### src/sv/mst_pkg.sv
`timescale 1ns / 1ps
// Shared types and codes for the membership set table.
// No dependencies; used by mst_cell and membership_set_table_unit.
package mst_pkg;

    localparam int KEY_FIELD_W   = 32;
    localparam int COUNT_FIELD_W = 5;
    localparam int REQ_W         = 2;

    localparam logic [REQ_W-1:0] REQ_INSERT = 2'd0;
    localparam logic [REQ_W-1:0] REQ_REMOVE = 2'd1;
    localparam logic [REQ_W-1:0] REQ_QUERY  = 2'd2;

    // Strobes broadcast to every cell of the row
    typedef struct packed {
        logic cmp;  // register the compare against the broadcast key
        logic rm;   // remove: cells at or after the match take the next key
        logic ins;  // insert: the tail cell loads the broadcast key
    } t_cell_ctl;

endpackage

### src/sv/mst_cell.sv
`timescale 1ns / 1ps
// One slot of the key row: holds a key, compares it and shifts it down.
// Depends on mst_pkg.
module mst_cell #(
    parameter int KEY_WIDTH = 32
) (
    input  logic                  i_clk,
    input  logic                  i_rst_n,
    input  mst_pkg::t_cell_ctl    i_ctl,
    input  logic [KEY_WIDTH-1:0]  i_key,
    input  logic                  i_occ,
    input  logic                  i_tail,
    input  logic [KEY_WIDTH-1:0]  i_nxt_key,
    input  logic                  i_after,
    output logic                  o_after,
    output logic                  o_match,
    output logic [KEY_WIDTH-1:0]  o_key
);

    logic [KEY_WIDTH-1:0] r_key;
    logic [KEY_WIDTH-1:0] n_key;
    logic                 r_match;

    always_ff @(posedge i_clk) begin
        if (!i_rst_n) begin
            r_match <= 1'b0;
        end else if (i_ctl.cmp) begin
            r_match <= i_occ && (r_key == i_key);
        end
    end

    // at or after the matching slot
    assign o_after = i_after | r_match;
    assign o_match = r_match;
    assign o_key   = r_key;

    always_comb begin
        n_key = r_key;
        if (i_ctl.rm && o_after) begin
            n_key = i_nxt_key;
        end else if (i_ctl.ins && i_tail) begin
            n_key = i_key;
        end
    end

    always_ff @(posedge i_clk) begin
        r_key <= n_key;
    end

endmodule

### src/sv/membership_set_table_unit.sv
`timescale 1ns / 1ps
// Each request passes a compare state, then an update state that registers the result.
// A new request is taken while idle or during the previous update, never during its compare.
// A held result does not block the next request; the update waits only while the
// output register is full and stalled.
// Reset clears the entry count and control state; stored keys are not cleared.
// Depends on mst_pkg and mst_cell.
module membership_set_table_unit #(
    parameter int CAPACITY  = 16,
    parameter int KEY_WIDTH = 32
) (
    input  logic                               i_clk,
    input  logic                               i_rst_n,
    input  logic                               i_in_valid,
    output logic                               o_in_stall,
    input  logic [mst_pkg::REQ_W-1:0]          i_req_type,
    input  logic [mst_pkg::KEY_FIELD_W-1:0]    i_key,
    output logic                               o_out_valid,
    input  logic                               i_out_stall,
    output logic                               o_hit,
    output logic                               o_full_refused,
    output logic [mst_pkg::COUNT_FIELD_W-1:0]  o_entry_count
);

    localparam int CW = $clog2(CAPACITY + 1);

    typedef enum logic [2:0] {
        ST_IDLE = 3'b001,
        ST_CMP  = 3'b010,
        ST_UPD  = 3'b100
    } t_state;

    t_state                    r_state;
    t_state                    n_state;
    logic [mst_pkg::REQ_W-1:0] r_req;
    logic [KEY_WIDTH-1:0]      r_key;
    logic [CW-1:0]             r_count;
    logic [CW-1:0]             n_count;
    logic                      r_out_valid;
    logic                      r_hit;
    logic                      r_ref;
    logic [CW-1:0]             r_out_count;

    logic                      w_out_free;
    logic                      w_in_acc;
    logic                      w_upd;
    logic                      w_found;
    logic                      w_full;
    logic                      w_ins_ok;
    logic                      w_rm_ok;
    logic                      w_hit;
    logic                      w_ref;
    mst_pkg::t_cell_ctl        w_ctl;
    logic [CAPACITY:0]         w_after;
    logic [CAPACITY-1:0]       w_match;
    logic [KEY_WIDTH-1:0]      w_row_key [CAPACITY+1];

    assign w_out_free = !r_out_valid || !i_out_stall;
    assign o_in_stall = !((r_state == ST_IDLE) || ((r_state == ST_UPD) && w_out_free));
    assign w_in_acc   = i_in_valid && !o_in_stall;
    assign w_upd      = (r_state == ST_UPD) && w_out_free;

    assign w_found  = w_after[CAPACITY];
    assign w_full   = (r_count == CW'(CAPACITY));
    assign w_ins_ok = (r_req == mst_pkg::REQ_INSERT) && !w_found && !w_full;
    assign w_rm_ok  = (r_req == mst_pkg::REQ_REMOVE) && w_found;
    assign w_ref    = (r_req == mst_pkg::REQ_INSERT) && !w_found && w_full;

    always_comb begin
        case (r_req)
            mst_pkg::REQ_INSERT: w_hit = w_ins_ok;
            mst_pkg::REQ_REMOVE: w_hit = w_found;
            mst_pkg::REQ_QUERY:  w_hit = w_found;
            default:             w_hit = 1'b0;
        endcase
    end

    always_comb begin
        n_count = r_count;
        if (w_ins_ok) begin
            n_count = r_count + CW'(1);
        end else if (w_rm_ok) begin
            n_count = r_count - CW'(1);
        end
    end

    assign w_ctl.cmp = (r_state == ST_CMP);
    assign w_ctl.rm  = w_upd && w_rm_ok;
    assign w_ctl.ins = w_upd && w_ins_ok;

    // the cell row
    assign w_after[0]          = 1'b0;
    assign w_row_key[CAPACITY] = '0;

    for (genvar g = 0; g < CAPACITY; g++) begin : g_cell
        mst_cell #(
            .KEY_WIDTH (KEY_WIDTH)
        ) u_cell (
            .i_clk     (i_clk),
            .i_rst_n   (i_rst_n),
            .i_ctl     (w_ctl),
            .i_key     (r_key),
            .i_occ     (CW'(g) < r_count),
            .i_tail    (CW'(g) == r_count),
            .i_nxt_key (w_row_key[g+1]),
            .i_after   (w_after[g]),
            .o_after   (w_after[g+1]),
            .o_match   (w_match[g]),
            .o_key     (w_row_key[g])
        );
    end

    always_comb begin
        n_state = r_state;
        case (r_state)
            ST_IDLE: if (w_in_acc) n_state = ST_CMP;
            ST_CMP:  n_state = ST_UPD;
            ST_UPD: begin
                if (w_upd) begin
                    n_state = w_in_acc ? ST_CMP : ST_IDLE;
                end
            end
            default: n_state = ST_IDLE;
        endcase
    end

    always_ff @(posedge i_clk) begin
        if (!i_rst_n) begin
            r_state     <= ST_IDLE;
            r_count     <= '0;
            r_out_valid <= 1'b0;
        end else begin
            r_state <= n_state;
            if (w_upd) begin
                r_count     <= n_count;
                r_out_valid <= 1'b1;
            end else if (!i_out_stall) begin
                r_out_valid <= 1'b0;
            end
        end
    end

    always_ff @(posedge i_clk) begin
        if (w_in_acc) begin
            r_req <= i_req_type;
            r_key <= KEY_WIDTH'(i_key);
        end
        if (w_upd) begin
            r_hit       <= w_hit;
            r_ref       <= w_ref;
            r_out_count <= n_count;
        end
    end

    assign o_out_valid    = r_out_valid;
    assign o_hit          = r_hit;
    assign o_full_refused = r_ref;
    assign o_entry_count  = mst_pkg::COUNT_FIELD_W'(r_out_count);

    // keys held are distinct, so at most one slot may match
    a_one_match: assert property (@(posedge i_clk) disable iff (!i_rst_n)
        (r_state == ST_UPD) |-> $onehot0(w_match))
        else $error("more than one slot matched the key");

    a_count_bound: assert property (@(posedge i_clk) disable iff (!i_rst_n)
        r_count <= CW'(CAPACITY))
        else $error("entry count above capacity");

    a_count_step: assert property (@(posedge i_clk) disable iff (!i_rst_n)
        !w_upd |=> (r_count == $past(r_count)))
        else $error("entry count moved outside an update");

    a_accept_cmp: assert property (@(posedge i_clk) disable iff (!i_rst_n)
        w_in_acc |=> (r_state == ST_CMP))
        else $error("accepted request did not enter compare");

    a_flags: assert property (@(posedge i_clk) disable iff (!i_rst_n)
        o_out_valid |-> !(o_hit && o_full_refused))
        else $error("hit and refusal both set");

endmodule

### config.mk
export PLATFORM = sky130hd
export DESIGN_NAME = membership_set_table_unit
export DESIGN_NICKNAME = d
export VERILOG_FILES = /design/src/sv/mst_pkg.sv /design/src/sv/mst_cell.sv /design/src/sv/membership_set_table_unit.sv
export SDC_FILE = /design/constraint.sdc
export NUM_CORES = 1
export LEC_CHECK = 0
export BUFFER_PORTS_ARGS = -buffer_cell sky130_fd_sc_hd__buf_2
export CORE_ASPECT_RATIO = 0.75
export CORE_MARGIN = 2
export CORE_UTILIZATION = 65
export DETAILED_ROUTE_END_ITERATION = 16
export HOLD_SLACK_MARGIN = 0.1
export PLACE_DENSITY = 0.88
export SYNTH_ARGS = -nofsm -noshare
export SYNTH_HDL_FRONTEND = slang
export SYNTH_SLANG_ARGS = --single-unit
export TNS_END_PERCENT = 5
### constraint.sdc
create_clock -name i_clk -period 11.8 [get_ports i_clk]
set_input_delay 2.36 -clock i_clk [delete_from_list [all_inputs] [get_ports i_clk]]
set_output_delay 2.36 -clock i_clk [all_outputs]
set_load 0.03 [all_outputs]
==> Implementation_results.wiki <==
{| class="wikitable"
! Metric !! Value
|-
| Number of enable-type register cells in the synthesized netlist || 521
|-
| Worst IR drop on VDD || 128.8 uV
|-
| Number of DRC markers after the initial detailed-route iteration || 2,102
|-
| Count of yosys warnings during synthesis || 0
|-
| Worst setup startpoint || i_out_stall
|-
| Die height || 190.8 um
|-
| Chip width || 253.0 um
|-
| Endpoint class of the critical path || output port
|-
| Max-Slew Margin vs Limit || 3.707%
|-
| Largest net degree at the start of global routing || 39
|-
| Slew Limit Fails || 0
|-
| Worst reg-to-reg path cell count || 6
|-
| Final hold violation count || 0
|-
| Most area-hungry cell type in the Yosys netlist || sky130_fd_sc_hd__edfxtp_1
|-
| Startpoint-to-endpoint class of the critical path || in -> out
|-
| Post-synthesis instance total || 2,234
|-
| Placeable core area || 0.04594 mm^2
|-
| Final antenna-violating net count || 0
|-
| Number of gates resized after CTS || 0
|-
| Number of antenna diodes || 0
|-
| Detail-routed via count per cell || 6.568
|-
| Post-layout util || 70.95%
|-
| TritonCTS clock tree || done
|-
| Clock latency reported for the late side of the worst-skew pair || 0.61 ns
|-
| Port-buffer cells || 46
|-
| Worst-path clk slew || 0.06 ns
|-
| Vias in the first global route || 18,730
|-
| Max capacitance violation total || 0
|-
| Site Rows || 68
|-
| Vias after detailed routing || 18,660
|-
| Sequential cell area fraction in the yosys report || 55.52%
|-
| Syn Nets || 2,280
|-
| Post-route minimum period || 5.776 ns
|-
| Worst setup slack for register-to-register paths || 7.68 ns
|-
| Data required time of the worst path || 9.44 ns
|-
| Area growth, synth to finish || 7.813%
|-
| Share of synthesized flip-flops with an asynchronous set or reset || 0%
|-
| Max Clock Freq || 173.1 MHz
|-
| Number of clock sinks || 578
|-
| Maximum level of the CTS H-tree || 2
|-
| Top-level I/O count || 47
|-
| Gr usage total || 31.57%
|-
| Largest buffer count on any clock path || 3
|-
| Top cells by area, synth || sky130_fd_sc_hd__edfxtp_1 52%, sky130_fd_sc_hd__mux2_2 18%, sky130_fd_sc_hd__xor2_1 8.0%
|-
| Most numerous cell types in the synthesized netlist || 521 x sky130_fd_sc_hd__edfxtp_1, 477 x sky130_fd_sc_hd__mux2_2, 276 x sky130_fd_sc_hd__xor2_1
|-
| Crit path DAT || 3.42 ns
|-
| Design area || 0.03260 mm^2
|-
| Critical R2R Capture || g_cell[10].u_cell.o_key[8]
|-
| Element type at the critical path start || input port
|-
| Top flip-flop cell by instance count after synthesis || sky130_fd_sc_hd__edfxtp_1
|-
| Effective utilization at floorplan || 65.81%
|-
| Share of the synthesized area in the top cell type || 51.74%
|-
| Post-placement cell count || 2,739
|-
| Clk_skew || 0.01813 ns
|-
| Wire length reported by the detailed router || 75.64 mm
|-
| Unrepaired setup endpoints after global routing || no
|-
| Post-Syn Area per Cell || 13.53 um^2
|-
| Die area || 0.04828 mm^2
|-
| Worst Slack Setup Final || 6.024 ns
|-
| Top-count cell post-synth || sky130_fd_sc_hd__edfxtp_1
|-
| Hold Path Class || reg -> reg
|-
| Static leakage power || 10.76 nW
|-
| Number of buffers created by CTS || 54
|-
| Average detailed-routed wire length per instance || 26.62 um
|-
| Root buffer cell || sky130_fd_sc_hd__clkbuf_16
|-
| Actual transition at the worst max-transition pin || 1.408 ns
|-
| Placer congestion estimate || 0.9272
|-
| Number of antenna violations at the first check in global routing || 0
|-
| Net count reported at finish || 2,246
|-
| Global-route wire length before repair || 115.2 mm
|-
| Highest fanout seen on the critical path || 4
|-
| Total cell area at the placement stage || 0.03094 mm^2
|-
| First-pass DRT Iterations || 7
|-
| Worst setup path endpoint || o_in_stall
|-
| Number of buffers added for setup after CTS || 0
|-
| Final setup violation count || 0
|-
| CTS Hold Buffers Added || 0
|-
| Setup TNS Final || 0 ns
|-
| Flops & latches, synth || 578
|-
| Status || complete, no violations
|-
| Placement-stage worst setup slack || 6.008 ns
|-
| Final critical-path share of the clock period || 48.95%
|-
| DP HPWL || 48.65 mm
|-
| Tightest hold margin || 0.4627 ns
|-
| Worst R2R Start || g_cell[8].u_cell.o_match
|-
| Share of final-layout standard cells stronger than drive strength 1 || 30.81%
|-
| Synth cell types || 58
|-
| Pwr Density || 131.5 mW/mm^2
|-
| DRC violation count after routing || 0
|-
| Overall Power || 4.285 mW
|-
| Summed instance area of the synthesized netlist || 0.03024 mm^2
|-
| Cell Count, Final, Fillers Out || 2,841
|-
| Sum of overflow across all layers after global routing || 0
|}
==> worst min path at each step <==
stage,from,to,slack (ns),depth (start not counted)
global placement,g_cell[9].u_cell.o_match,g_cell[9].u_cell.o_match,0.44,1
finish,g_cell[9].u_cell.o_match,g_cell[9].u_cell.o_match,0.46,1
global route,g_cell[9].u_cell.o_match,g_cell[9].u_cell.o_match,0.48,1
CTS,g_cell[9].u_cell.o_match,g_cell[9].u_cell.o_match,0.46,1
detailed placement,g_cell[9].u_cell.o_match,g_cell[9].u_cell.o_match,0.44,1
floorplan,g_cell[4].u_cell.o_match,g_cell[4].u_cell.o_match,0.43,2
==> where the power goes <==
part	internal (mW)	switching [mW]	total, mW
logic	0.149	0.209	0.358
registers	2.24	0.00332	2.25
clock network	0.909	0.771	1.68
==> cell families (layout without fill, tap and decap cells) <==
kind of cell	count (synthesis)	count (layout)	synth area share (%)
DFF	578	578	55.52
and+or+nand+nor	333	333	6.013
muxes	485	485	18.04
adders and majority gates	8	8	0.3311
AOI/OAI and AO/OA	110	110	2.297
xor gates and xnor gates	516	516	14.95
buffers and inverters	204	216	2.851
==> cell type report <==
cell class | count | area (um^2)
timing repair buffer | 106 | 680.7
inverter | 8 | 30.03
fill | 2917 | 13350
tap | 595 | 744.5
multi-input combinational | 1452 | 12700
clock buffer | 80 | 1509
clock inverter | 22 | 150.1
sequential | 578 | 16790
==> cells in the final DEF (no fill, tap or decap), types with 5 or more instances in the layout <==
cell type,synthesis,layout
sky130_fd_sc_hd__a2111oi_0,5,5
sky130_fd_sc_hd__a21oi_1,42,41
sky130_fd_sc_hd__a22o_1,5,5
sky130_fd_sc_hd__and2_1,5,5
sky130_fd_sc_hd__buf_2,35,46
sky130_fd_sc_hd__buf_4,8,60
sky130_fd_sc_hd__clkbuf_1,116,20
sky130_fd_sc_hd__clkbuf_16,0,54
sky130_fd_sc_hd__clkbuf_8,0,6
sky130_fd_sc_hd__clkinv_1,0,8
sky130_fd_sc_hd__clkinv_2,0,9
sky130_fd_sc_hd__dfxtp_1,57,57
sky130_fd_sc_hd__edfxtp_1,521,521
sky130_fd_sc_hd__ha_1,8,8
sky130_fd_sc_hd__inv_1,8,8
sky130_fd_sc_hd__mux2_2,477,477
sky130_fd_sc_hd__mux2i_1,5,5
sky130_fd_sc_hd__nand2_1,95,95
sky130_fd_sc_hd__nand2b_1,6,6
sky130_fd_sc_hd__nand3_1,16,16
sky130_fd_sc_hd__nand4_1,77,77
sky130_fd_sc_hd__nor2_1,20,17
sky130_fd_sc_hd__nor3_1,13,13
sky130_fd_sc_hd__nor4_1,79,79
sky130_fd_sc_hd__o21ai_0,22,14
sky130_fd_sc_hd__o21ai_2,2,11
sky130_fd_sc_hd__xnor2_1,240,240
sky130_fd_sc_hd__xor2_1,276,276
==> worst max-delay path, stage by stage <==
cell and delay [ns]:
sky130_fd_sc_hd__buf_2 0.11, sky130_fd_sc_hd__a21oi_1 0.29, sky130_fd_sc_hd__mux2i_1 0.16, sky130_fd_sc_hd__or2_2 0.30, sky130_fd_sc_hd__buf_2 0.19
==> layer usage <==
layer  global-route usage [%]  vias up  share of wire [%]
met1                    44.68     9376                 41
met5                        0        -                  0
met2                    50.21     1034                 46
li1                         -     8081                  -
met3                    6.102      170                 10
met4                    8.648        0                2.5
==> flip-flops by register name (all words and copies together), names as in the netlist <==
name,flops
g_cell.u_cell.o_key,512
r_key,32
g_cell.u_cell.o_match,16
o_entry_count,5
r_count,5
r_state,3
r_req,2
o_full_refused,1
o_hit,1
o_out_valid,1
(Power assumes the default switching activity.)
